$ cat config.mk
export PLATFORM = sky130hd
export DESIGN_NAME = tilt_detect_hysteresis_debounce_unit
export DESIGN_NICKNAME = d
export VERILOG_FILES = /design/src/rtl/core/tdhd_pkg.sv /design/src/rtl/core/tdhd_axis_lane.sv /design/src/rtl/core/tdhd_merge.sv /design/src/rtl/core/tilt_detect_hysteresis_debounce_unit.sv
export SDC_FILE = /design/constraint.sdc
export NUM_CORES = 1
export LEC_CHECK = 0
export BUFFER_PORTS_ARGS = -buffer_cell sky130_fd_sc_hd__clkbuf_2
export CORE_MARGIN = 2
export CORE_UTILIZATION = 55
export CTS_CLUSTER_DIAMETER = 80
export CTS_CLUSTER_SIZE = 14
export DETAILED_ROUTE_END_ITERATION = 7
export PLACE_DENSITY = 0.75
export REMOVE_ABC_BUFFERS = 1
export SYNTH_ARGS = -nofsm -noshare
export SYNTH_HDL_FRONTEND = slang
export SYNTH_SLANG_ARGS = --single-unit
$ cat constraint.sdc
create_clock -name aclk -period 3.8 [get_ports aclk]
set_input_delay 0.38 -clock aclk [delete_from_list [all_inputs] [get_ports aclk]]
set_output_delay 0.38 -clock aclk [all_outputs]
set_load 0.005 [all_outputs]
$ cat src/rtl/core/tdhd_pkg.sv
package tdhd_pkg;

    localparam int SAMPLE_W    = 16;
    localparam int MAG_W       = SAMPLE_W + 1;
    localparam int THRESH_W    = 16;
    localparam int LIMIT_W     = 8;
    localparam int CFG_INDEX_W = 3;
    localparam int CFG_DATA_W  = 16;
    localparam int NUM_AXES    = 3;
    localparam int IN_DATA_W   = 48;
    localparam int OUT_DATA_W  = 8;

    localparam int COUNTER_WIDTH_DEFAULT = 8;

    localparam logic [THRESH_W-1:0] ENTER_AXIS_RESET = 16'd11468;
    localparam logic [THRESH_W-1:0] EXIT_Z_RESET     = 16'd13107;
    localparam logic [THRESH_W-1:0] EXIT_XY_RESET    = 16'd9830;
    localparam logic [LIMIT_W-1:0]  ENTER_LIMIT_RESET = 8'd5;
    localparam logic [LIMIT_W-1:0]  EXIT_LIMIT_RESET  = 8'd20;

    localparam logic [CFG_INDEX_W-1:0] REG_ENTER_AXIS  = 3'd0;
    localparam logic [CFG_INDEX_W-1:0] REG_EXIT_Z      = 3'd1;
    localparam logic [CFG_INDEX_W-1:0] REG_EXIT_XY     = 3'd2;
    localparam logic [CFG_INDEX_W-1:0] REG_ENTER_LIMIT = 3'd3;
    localparam logic [CFG_INDEX_W-1:0] REG_EXIT_LIMIT  = 3'd4;

    typedef enum logic [1:0] {
        CLASS_BETWEEN = 2'd0,
        CLASS_TILTED  = 2'd1,
        CLASS_NORMAL  = 2'd2
    } sample_class_t;

    // compare results of one axis lane
    typedef struct packed {
        logic gt_enter;
        logic lt_enter;
        logic ge_exit;
        logic le_exit;
    } lane_cmp_t;

    typedef struct packed {
        logic          tilted_flag;
        logic          tilt_entered;
        logic          tilt_cleared;
        sample_class_t sample_class;
    } tilt_result_t;

endpackage

$ cat src/rtl/core/tdhd_axis_lane.sv
module tdhd_axis_lane
    import tdhd_pkg::*;
(
    input  logic signed [SAMPLE_W-1:0] sample,
    input  logic        [THRESH_W-1:0] enter_thresh,
    input  logic        [THRESH_W-1:0] exit_thresh,
    output lane_cmp_t                  cmp
);

    logic [MAG_W-1:0] mag;
    logic [MAG_W-1:0] enter_ext;
    logic [MAG_W-1:0] exit_ext;

    // most negative sample yields 2^15, hence the extra bit
    always_comb begin
        if (sample[SAMPLE_W-1]) begin
            mag = (MAG_W'(1) << SAMPLE_W) - {1'b0, sample};
        end else begin
            mag = {1'b0, sample};
        end
    end

    assign enter_ext = MAG_W'(enter_thresh);
    assign exit_ext  = MAG_W'(exit_thresh);

    assign cmp.gt_enter = (mag >  enter_ext);
    assign cmp.lt_enter = (mag <  enter_ext);
    assign cmp.ge_exit  = (mag >= exit_ext);
    assign cmp.le_exit  = (mag <= exit_ext);

endmodule

$ cat src/rtl/core/tdhd_merge.sv
module tdhd_merge
    import tdhd_pkg::*;
#(
    parameter int COUNTER_WIDTH = COUNTER_WIDTH_DEFAULT
) (
    input  logic               aclk,
    input  logic               aresetn,
    input  logic               advance,
    input  lane_cmp_t          cmp_x,
    input  lane_cmp_t          cmp_y,
    input  lane_cmp_t          cmp_z,
    input  logic [LIMIT_W-1:0] enter_limit,
    input  logic [LIMIT_W-1:0] exit_limit,
    output tilt_result_t       result
);

    localparam int CMP_W = (COUNTER_WIDTH > LIMIT_W) ? COUNTER_WIDTH : LIMIT_W;
    localparam logic [COUNTER_WIDTH-1:0] CNT_MAX = {COUNTER_WIDTH{1'b1}};

    logic                     tilt_reg, tilt_next;
    logic [COUNTER_WIDTH-1:0] enter_cnt_reg, enter_cnt_next;
    logic [COUNTER_WIDTH-1:0] exit_cnt_reg, exit_cnt_next;

    logic          is_tilted;
    logic          is_normal;
    sample_class_t cls;
    logic [CMP_W-1:0] enter_lim_ext, exit_lim_ext;
    logic [CMP_W-1:0] enter_bumped_ext, exit_bumped_ext;
    logic [COUNTER_WIDTH-1:0] enter_bumped, exit_bumped;

    // tilted wins over normal when thresholds overlap
    assign is_tilted = cmp_z.lt_enter | cmp_x.gt_enter | cmp_y.gt_enter;
    assign is_normal = cmp_z.ge_exit & cmp_x.le_exit & cmp_y.le_exit;

    always_comb begin
        if (is_tilted) begin
            cls = CLASS_TILTED;
        end else if (is_normal) begin
            cls = CLASS_NORMAL;
        end else begin
            cls = CLASS_BETWEEN;
        end
    end

    assign enter_lim_ext = CMP_W'(enter_limit);
    assign exit_lim_ext  = CMP_W'(exit_limit);

    // saturate at the limit and at the counter maximum
    always_comb begin
        enter_bumped = enter_cnt_reg;
        if ((CMP_W'(enter_cnt_reg) < enter_lim_ext) && (enter_cnt_reg != CNT_MAX)) begin
            enter_bumped = enter_cnt_reg + COUNTER_WIDTH'(1);
        end
        exit_bumped = exit_cnt_reg;
        if ((CMP_W'(exit_cnt_reg) < exit_lim_ext) && (exit_cnt_reg != CNT_MAX)) begin
            exit_bumped = exit_cnt_reg + COUNTER_WIDTH'(1);
        end
    end

    assign enter_bumped_ext = CMP_W'(enter_bumped);
    assign exit_bumped_ext  = CMP_W'(exit_bumped);

    always_comb begin
        tilt_next      = tilt_reg;
        enter_cnt_next = enter_cnt_reg;
        exit_cnt_next  = exit_cnt_reg;
        result.tilt_entered = 1'b0;
        result.tilt_cleared = 1'b0;
        case (cls)
            CLASS_TILTED: begin
                exit_cnt_next  = '0;
                enter_cnt_next = enter_bumped;
                if (!tilt_reg && (enter_bumped_ext >= enter_lim_ext)) begin
                    tilt_next           = 1'b1;
                    result.tilt_entered = 1'b1;
                end
            end
            CLASS_NORMAL: begin
                enter_cnt_next = '0;
                exit_cnt_next  = exit_bumped;
                if (tilt_reg && (exit_bumped_ext >= exit_lim_ext)) begin
                    tilt_next           = 1'b0;
                    result.tilt_cleared = 1'b1;
                end
            end
            default: begin
                enter_cnt_next = '0;
                exit_cnt_next  = '0;
            end
        endcase
        result.tilted_flag  = tilt_next;
        result.sample_class = cls;
    end

    always_ff @(posedge aclk) begin
        if (!aresetn) begin
            tilt_reg      <= 1'b0;
            enter_cnt_reg <= '0;
            exit_cnt_reg  <= '0;
        end else if (advance) begin
            tilt_reg      <= tilt_next;
            enter_cnt_reg <= enter_cnt_next;
            exit_cnt_reg  <= exit_cnt_next;
        end
    end

endmodule

$ cat src/rtl/core/tilt_detect_hysteresis_debounce_unit.sv
// Channel   Dir  Handshake            Payload
// s_        in   s_tvalid/s_tready    s_tdata: accel_x, accel_y, accel_z
// m_        out  m_tvalid/m_tready    m_tdata: flag, entered, cleared, class
// cfg_      in   cfg_wr_en            cfg_index, cfg_wdata
//
// One sample per cycle sustained while m_tready stays high.
// Stage one registers the three axis-lane compares, stage two classifies,
// runs the debounce counters and loads the output register.
// Synchronous active-low reset clears the pipeline, counters, flag and
// restores the register defaults. A stalled result holds; the compare stage
// keeps taking requests while the output register can drain.
module tilt_detect_hysteresis_debounce_unit
    import tdhd_pkg::*;
#(
    parameter int COUNTER_WIDTH = COUNTER_WIDTH_DEFAULT
) (
    input  logic                   aclk,
    input  logic                   aresetn,
    input  logic                   s_tvalid,
    output logic                   s_tready,
    // [15:0] accel_x, [31:16] accel_y, [47:32] accel_z
    input  logic [IN_DATA_W-1:0]   s_tdata,
    output logic                   m_tvalid,
    input  logic                   m_tready,
    // [0] tilted_flag, [1] tilt_entered, [2] tilt_cleared, [4:3] sample_class
    output logic [OUT_DATA_W-1:0]  m_tdata,
    input  logic                   cfg_wr_en,
    input  logic [CFG_INDEX_W-1:0] cfg_index,
    input  logic [CFG_DATA_W-1:0]  cfg_wdata
);

    logic [THRESH_W-1:0] enter_axis_reg, exit_z_reg, exit_xy_reg;
    logic [LIMIT_W-1:0]  enter_limit_reg, exit_limit_reg;

    always_ff @(posedge aclk) begin
        if (!aresetn) begin
            enter_axis_reg  <= ENTER_AXIS_RESET;
            exit_z_reg      <= EXIT_Z_RESET;
            exit_xy_reg     <= EXIT_XY_RESET;
            enter_limit_reg <= ENTER_LIMIT_RESET;
            exit_limit_reg  <= EXIT_LIMIT_RESET;
        end else if (cfg_wr_en) begin
            case (cfg_index)
                REG_ENTER_AXIS:  enter_axis_reg  <= cfg_wdata[THRESH_W-1:0];
                REG_EXIT_Z:      exit_z_reg      <= cfg_wdata[THRESH_W-1:0];
                REG_EXIT_XY:     exit_xy_reg     <= cfg_wdata[THRESH_W-1:0];
                REG_ENTER_LIMIT: enter_limit_reg <= cfg_wdata[LIMIT_W-1:0];
                REG_EXIT_LIMIT:  exit_limit_reg  <= cfg_wdata[LIMIT_W-1:0];
                default: ;
            endcase
        end
    end

    lane_cmp_t cmp_x, cmp_y, cmp_z;

    tdhd_axis_lane u_lane_x (
        .sample       (s_tdata[SAMPLE_W-1:0]),
        .enter_thresh (enter_axis_reg),
        .exit_thresh  (exit_xy_reg),
        .cmp          (cmp_x)
    );

    tdhd_axis_lane u_lane_y (
        .sample       (s_tdata[2*SAMPLE_W-1:SAMPLE_W]),
        .enter_thresh (enter_axis_reg),
        .exit_thresh  (exit_xy_reg),
        .cmp          (cmp_y)
    );

    tdhd_axis_lane u_lane_z (
        .sample       (s_tdata[3*SAMPLE_W-1:2*SAMPLE_W]),
        .enter_thresh (enter_axis_reg),
        .exit_thresh  (exit_z_reg),
        .cmp          (cmp_z)
    );

    logic         c_valid_reg;
    lane_cmp_t    c_x_reg, c_y_reg, c_z_reg;
    logic         out_ready;
    logic         c_advance;
    logic         s_accept;
    tilt_result_t res;
    tilt_result_t out_reg;
    logic         m_valid_reg;

    assign out_ready = !m_valid_reg || m_tready;
    assign c_advance = c_valid_reg && out_ready;
    assign s_tready  = !c_valid_reg || out_ready;
    assign s_accept  = s_tvalid && s_tready;

    always_ff @(posedge aclk) begin
        if (!aresetn) begin
            c_valid_reg <= 1'b0;
        end else if (s_tready) begin
            c_valid_reg <= s_tvalid;
        end
    end

    always_ff @(posedge aclk) begin
        if (s_accept) begin
            c_x_reg <= cmp_x;
            c_y_reg <= cmp_y;
            c_z_reg <= cmp_z;
        end
    end

    tdhd_merge #(
        .COUNTER_WIDTH (COUNTER_WIDTH)
    ) u_merge (
        .aclk        (aclk),
        .aresetn     (aresetn),
        .advance     (c_advance),
        .cmp_x       (c_x_reg),
        .cmp_y       (c_y_reg),
        .cmp_z       (c_z_reg),
        .enter_limit (enter_limit_reg),
        .exit_limit  (exit_limit_reg),
        .result      (res)
    );

    always_ff @(posedge aclk) begin
        if (!aresetn) begin
            m_valid_reg <= 1'b0;
        end else if (out_ready) begin
            m_valid_reg <= c_valid_reg;
        end
    end

    always_ff @(posedge aclk) begin
        if (c_advance) begin
            out_reg <= res;
        end
    end

    assign m_tvalid = m_valid_reg;
    assign m_tdata  = {3'b000, out_reg.sample_class, out_reg.tilt_cleared,
                       out_reg.tilt_entered, out_reg.tilted_flag};

    a_no_double_event: assert property (@(posedge aclk) disable iff (!aresetn)
        m_valid_reg |-> !(out_reg.tilt_entered && out_reg.tilt_cleared))
        else $error("enter and clear events in one result");

    a_enter_consistent: assert property (@(posedge aclk) disable iff (!aresetn)
        (m_valid_reg && out_reg.tilt_entered) |->
            (out_reg.tilted_flag && out_reg.sample_class == CLASS_TILTED))
        else $error("enter event without tilted flag or tilted sample");

    a_clear_consistent: assert property (@(posedge aclk) disable iff (!aresetn)
        (m_valid_reg && out_reg.tilt_cleared) |->
            (!out_reg.tilted_flag && out_reg.sample_class == CLASS_NORMAL))
        else $error("clear event with flag set or non-normal sample");

    a_stage_hold: assert property (@(posedge aclk) disable iff (!aresetn)
        (c_valid_reg && !out_ready) |=> c_valid_reg)
        else $error("compare stage dropped a stalled request");

endmodule
==> results.toml, run 1 <==
[setup_path]
slowest_delay_ps = 540
crit_path_end_kind = "register"
cp_max_fo = 4
critPathTopFamily = "simple AND/OR/NAND/NOR gates"
cp.arrival_ps = 3600
cp.required_ps = 3950
crit_buf_inv = 1
crit_type = "in -> reg"
cp_slowest_cell = "or4_1"
start_kind = "primary input"
crit_path_cell_trace = "clkbuf_2, or4_1, or2_4, or4_4, o21ai_0, xnor2_1, ha_1, nand4_1, a21oi_1, a2111oi_0, o31ai_1, a221oi_1"

[global_routing]
use_met1_pct = 31.4
grt.met2_usage_pct = 45.2
met3_usage_pct = 4.67
grt_pass1_vias = 6169
track_usage_pct = 25.2
grt_max_degree = 47
grt_antenna_before_repair = 0
grt-ovfl-total = 0
grt_pass1_wl_um = 29400
top_usage_layer = "met2"

[placed_design]
place_ws_ps = 45.7
gp_congestion = 0.879
dpl.hpwl_um = 14100
io_buffer_count = 78

[sta]
min_period_over_period_pct = 90.6
setup-tns-final_ps = 0
rsz0062_at_grt = "false"
hold_viol = 0
period_needed_ps = 3440
holdWs_ps = 254
worst_slew_pin_slew_ps = 873
relSlewSlack_pct = 41.8
fmax_ghz = 0.290
maxSlewViolCount = 0
setup_viol = 0
worst_slack_ps = 356
clock_skew_ps = 8.33

[hold_path]
hold_path_class = "in -> reg"

[routing]
drt_pass1_iterations = 5
avgRoutedWirePerCell_um = 15.1
antenna_left = 0
drc_errors = 0
finalWirelength_um = 17800
vias_per_cell = 5.69
via_count = 6725
drt_first_iter_violations = 382

[logic_synthesis]
ys_warn_count = 0
synth-edff-count = 11
synth_area_leaders = "dfxtp_1, ha_1, nand2_1"
synth_cell_types = 53
yosys.area.top_type = "dfxtp_1"
synthSimpleGateAreaFrac_pct = 19.8
synth_area_um2 = 7470
synthFlopType = "dfxtp_1"
syn_area_per_cell_um2 = 8.01
synth_top_family_by_area = "adder cells"
synthArstFlopShare_pct = 0
synth_xor_area_share_pct = 6.21
synthMuxAreaShare_pct = 0
synth.top_cell.area_share_pct = 22.2
synth_compound_area_share_pct = 19.9
ys_seq_area_share_pct = 26.7
yosys.area_share.adder_pct = 21.8
ys_ff_latch = 94
syn_inst = 933

[clock_tree]
cts_resized = 0
clock_path_buffers = 2
clock_latency_ps = 350
cts_hold_buffers = 0
cts_buffers = 9
cts_tree = "built"
cts_sinks = 94
post_cts_buffers = 0
path_clk_slew_ps = 60
cts_max_level = 3
root_buffer = "clkbuf_16"

[run]
cap_violations = 0

[power_and_ir_drop]
leakagePower_uw = 0.00361
ir_drop_mv = 0.326
power_density_nw_per_um2 = 289

[die]
placementRows = 42
core_um2 = 13200
die_w_um = 121
die-area_um2 = 14500
die_h_um = 121
ios = 82
initial_utilization_pct = 56.4

[outcome]
outcome = "finished clean"

[cells_and_area]
drive_above_1_share_pct = 11.1
final-seq-area_um2 = 1990
multi_input_area_um2 = 5070
nFillCells = 1233
area_delta_synth_final_pct = 10.9
num_antenna_cells = 0
layout.nets = 1202
-- logic make-up after synthesis --
logic type,count (synthesis)
buf+inv,108
fa+ha+maj,130
flops,94
simple gates,310
xor+xnor,53
other cells,1
compound gates,237
-- layout by cell type (no fill, tap or decap), drive strengths merged, types with 18 or more instances in the layout --
master	count
a21o	18
a21oi	79
clkbuf	90
dfxtp	83
ha	130
inv	73
nand2	146
nand3	23
nand4	18
nor2	40
o211ai	31
o21ai	47
xnor2	45
-- metrics by stage --
stage / area (µm²) / util (%) / total power, µW / cells
final: 8280 / 62.6 / 2400 / 1181
after global routing: 8280 / 62.6 / 2530 / 1181
after CTS: 8280 / 62.6 / 2410 / 1181
after floorplan: 7340 / - / 1410 / 901
after detailed placement: 8020 / 60.6 / 1590 / 1165
after global placement: 8020 / 60.6 / 1580 / 1165
-- metal layers --
layer,vias up,wire length [µm]
li1,3477,-
met3,23,979
met5,-,0
met2,170,8780
met4,0,270
met1,3055,7810
-- cell type report --
class                   instances  area share, %
flip-flops and latches         94           24.0
inverters                      74           3.35
multi-input cells             733           61.2
clock buffers                  12           2.85
well taps                     176           2.66
clock inverters                 4          0.287
repair buffers                 88           5.62
-- synth_stat cells, types with 2 or more instances --
cell type / number
ha_1: 130
or4_1: 12
o21ai_0: 45
a22oi_1: 2
or2_2: 4
and3_1: 8
o21bai_1: 3
nor3_1: 13
edfxtp_1: 11
and2_1: 3
nand2b_1: 9
dfxtp_1: 83
nand4_1: 18
a2bb2oi_1: 2
inv_1: 74
buf_4: 3
or3_1: 11
nor2b_1: 9
nor4_1: 3
a221o_1: 2
a21oi_1: 79
xor2_1: 8
nand2_1: 146
o41ai_1: 6
a31oi_1: 7
o211ai_1: 31
a211oi_1: 10
a21o_1: 18
nor2_1: 40
a211o_1: 2
nor4b_1: 2
xnor2_1: 45
o21a_1: 6
nand3b_1: 3
o31ai_1: 14
a2111oi_0: 2
clkbuf_1: 31
nand3_1: 23
-- worst min-delay path, stage by stage --
cell and delay (ps):
clkbuf_2 80, a21oi_1 40, nor2_1 70
-- power by group --
part,internal (µW),leakage [µW],switching (µW)
Clock,442,0.000130,379
Combinational,222,0.00271,304
Sequential,1040,0.000778,13.1
Total,1700,0.00361,696
-- worst paths after layout --
path,depth (start not counted),to,slack (ps),from
worst max-delay path,12,c_z_reg[2]$_DFFE_PP_,360,s_tdata[38]
worst min-delay path,3,c_valid_reg$_SDFFE_PN0N_,250,s_tvalid
worst max register to register,14,m_tdata[2]$_SDFFCE_PN0P_,420,u_merge.exit_cnt_reg[7]$_SDFFE_PN0P_
worst min register to register,2,exit_limit_reg[1]$_SDFFE_PN0P_,450,exit_limit_reg[1]$_SDFFE_PN0P_
Power figures use the tool's default switching activity.
==> inputs of run 2 (changes only) <==
Settings changed: PLACE_DENSITY 0.75 to 0.84.
Clock period 3.8 ns to 3.4 ns, I/O delays scaled along.
==> run 2 against run 1 <==
  * Non-clock buffer count rose by 23
  * Die area did not move
  * Utilization rose by 2.1 points
  * Combinational power rose by 17%
  * Global-route usage rose by 0.96 points
  * Sequential share of layout area fell by 0.75 points
  * Final cell count rose by 1.9%
  * Largest cell class unchanged
  * Largest power group unchanged
==> results.toml, run 2 (same netlist as run 1, synthesis figures left out) <==
[outcome]
outcome = "finished clean"

[sta]
hold_viol = 0
clock_skew_ps = 4.79
period_needed_ps = 3270
worst_slack_ps = 130
rsz0062_at_grt = "true"
fmax_ghz = 0.306
setup-tns-final_ps = 0
setup_viol = 0
worst_slew_pin_slew_ps = 839
holdWs_ps = 211
min_period_over_period_pct = 96.2
maxSlewViolCount = 0
relSlewSlack_pct = 44.0

[die]
core_um2 = 13200
die_h_um = 121
die-area_um2 = 14500
placementRows = 42
ios = 82
initial_utilization_pct = 56.4
die_w_um = 121

[clock_tree]
cts_buffers = 9
cts_max_level = 3
clock_path_buffers = 2
root_buffer = "clkbuf_16"
cts_sinks = 94
clock_latency_ps = 350
cts_tree = "built"
path_clk_slew_ps = 60

[placed_design]
dpl.hpwl_um = 14600
gp_congestion = 0.887
place_ws_ps = -232
io_buffer_count = 78

[setup_path]
cp.required_ps = 3500
crit_path_end_kind = "register"
timing.critical_path.from = "s_tdata[38]"
ff2ff_setup_slack_ps = 140
cp_slowest_cell = "or4_1"
cp.arrival_ps = 3370
crit_end = "c_z_reg[1]$_DFFE_PP_"
critPathTopFamily = "simple AND/OR/NAND/NOR gates"
r2r_start = "exit_limit_reg[6]$_SDFFE_PN0P_"
start_kind = "primary input"
reg2reg_to = "m_tdata[2]$_SDFFCE_PN0P_"
crit_type = "in -> reg"
crit_path_cell_trace = "clkbuf_2, or4_1, or2_4, or4_4, o21ai_2, xnor2_1, ha_1, nand4_1, a21oi_1, a2111oi_1, o31ai_1, a221o_1"
path_depth = 12
cp_max_fo = 3
r2r_cells = 15
slowest_delay_ps = 530
crit_buf_inv = 1

[routing]
vias_per_cell = 5.83
avgRoutedWirePerCell_um = 15.8
antenna_left = 0
drc_errors = 0
drt_pass1_iterations = 6
finalWirelength_um = 19000
via_count = 7022
drt_first_iter_violations = 614

[global_routing]
grt_pass1_vias = 6684
grt-ovfl-total = 0
grt_max_degree = 56
grt_antenna_before_repair = 0
grt_pass1_wl_um = 30600
track_usage_pct = 26.2

[power_and_ir_drop]
power_switching_share_pct = 28.7
power.switching_uw = 797
power_density_nw_per_um2 = 325
comb_power_share_pct = 22.1
ir_drop_mv = 0.364
power.share.clock_pct = 35.6
p_int_uw = 1980
leakagePower_uw = 0.00376
pwr-share-seq_pct = 42.3

[cells_and_area]
final_cell_mix = "nand2_1, ha_1, dfxtp_1"
final_common_cell = "nand2_1"
nFillCells = 1167
drive_above_1_share_pct = 14.6
num_antenna_cells = 0
layout.nets = 1225
multi_input_area_um2 = 5150
final-seq-area_um2 = 2000
area_delta_synth_final_pct = 14.7

[run]
cap_violations = 0

[hold_path]
hold_path_class = "in -> reg"
## run 2: changes by cell type in the layout (fill, tap and decap cells not counted), sizes merged
cell    previous run  this run
buf               10        32
inv               73        76
clkinv             5         0
clkbuf            90        93
## run 2: tightest hold or removal path, stage by stage
cell and delay, ps:
clkbuf_2 80, a21oi_1 40, nor2_1 70
## run 2: area by class of cell
class | count | share of cell area (%)
Clock inverter | 2 | 0.146
Sequential cell | 94 | 23.3
Tap cell | 176 | 2.57
Timing Repair Buffer | 111 | 7.42
Multi-Input combinational cell | 733 | 60.1
Inverter | 74 | 3.24
Clock buffer | 14 | 3.21
## run 2: timing repair
item	in CTS	in global routing
setup endpoints to repair	3	5
gates resized for setup	3	18
buffers inserted	0	4
pin swaps	0	11
hold buffers	0	0
## run 2: power by group through the flow
| stage | Clock (µW) | Combinational [µW] | Sequential (µW) |
|---|---|---|---|
| 6_report | 991 | 615 | 1170 |
| 5_1_grt | 1040 | 692 | 1180 |
| 4_1_cts | 1000 | 603 | 1170 |
| 3_5_place_dp | 0 | 595 | 1200 |
| 3_3_place_gp | 0 | 572 | 1200 |
| 2_1_floorplan | 0 | 383 | 1200 |
## run 2: routing by layer
metal | part of all wire, % | global-route usage, % | vias to the layer above
met5 | 0 | 0 | -
met4 | 2.4 | 8.94 | 0
met3 | 5.4 | 4.67 | 40
met2 | 52 | 47.5 | 216
met1 | 41 | 30.9 | 3248
li1 | - | - | 3518
## run 2: worst min path at each step
stage	from	to	slack, ps	cells past startpoint
detailed placement	enter_axis_reg[4]$_SDFFE_PN0P_	enter_axis_reg[4]$_SDFFE_PN0P_	450	2
global route	s_tvalid	c_valid_reg$_SDFFE_PN0N_	240	3
finish	s_tvalid	c_valid_reg$_SDFFE_PN0N_	210	3
CTS	s_tvalid	c_valid_reg$_SDFFE_PN0N_	210	3
global placement	enter_axis_reg[15]$_SDFFE_PN0P_	enter_axis_reg[15]$_SDFFE_PN0P_	440	2
floorplan	aresetn	enter_limit_reg[0]$_SDFFE_PN1P_	410	1
## run 2: stage by stage
| step | instances | util (%) | area [µm²] | power (µW) |
|---|---|---|---|---|
| final | 1204 | 64.7 | 8570 | 2780 |
| after detailed placement | 1184 | 61.7 | 8170 | 1790 |
| after floorplan | 901 | - | 7340 | 1580 |
| after global placement | 1184 | 61.7 | 8170 | 1770 |
| after global routing | 1204 | 64.7 | 8570 | 2910 |
| after CTS | 1200 | 63.9 | 8470 | 2780 |
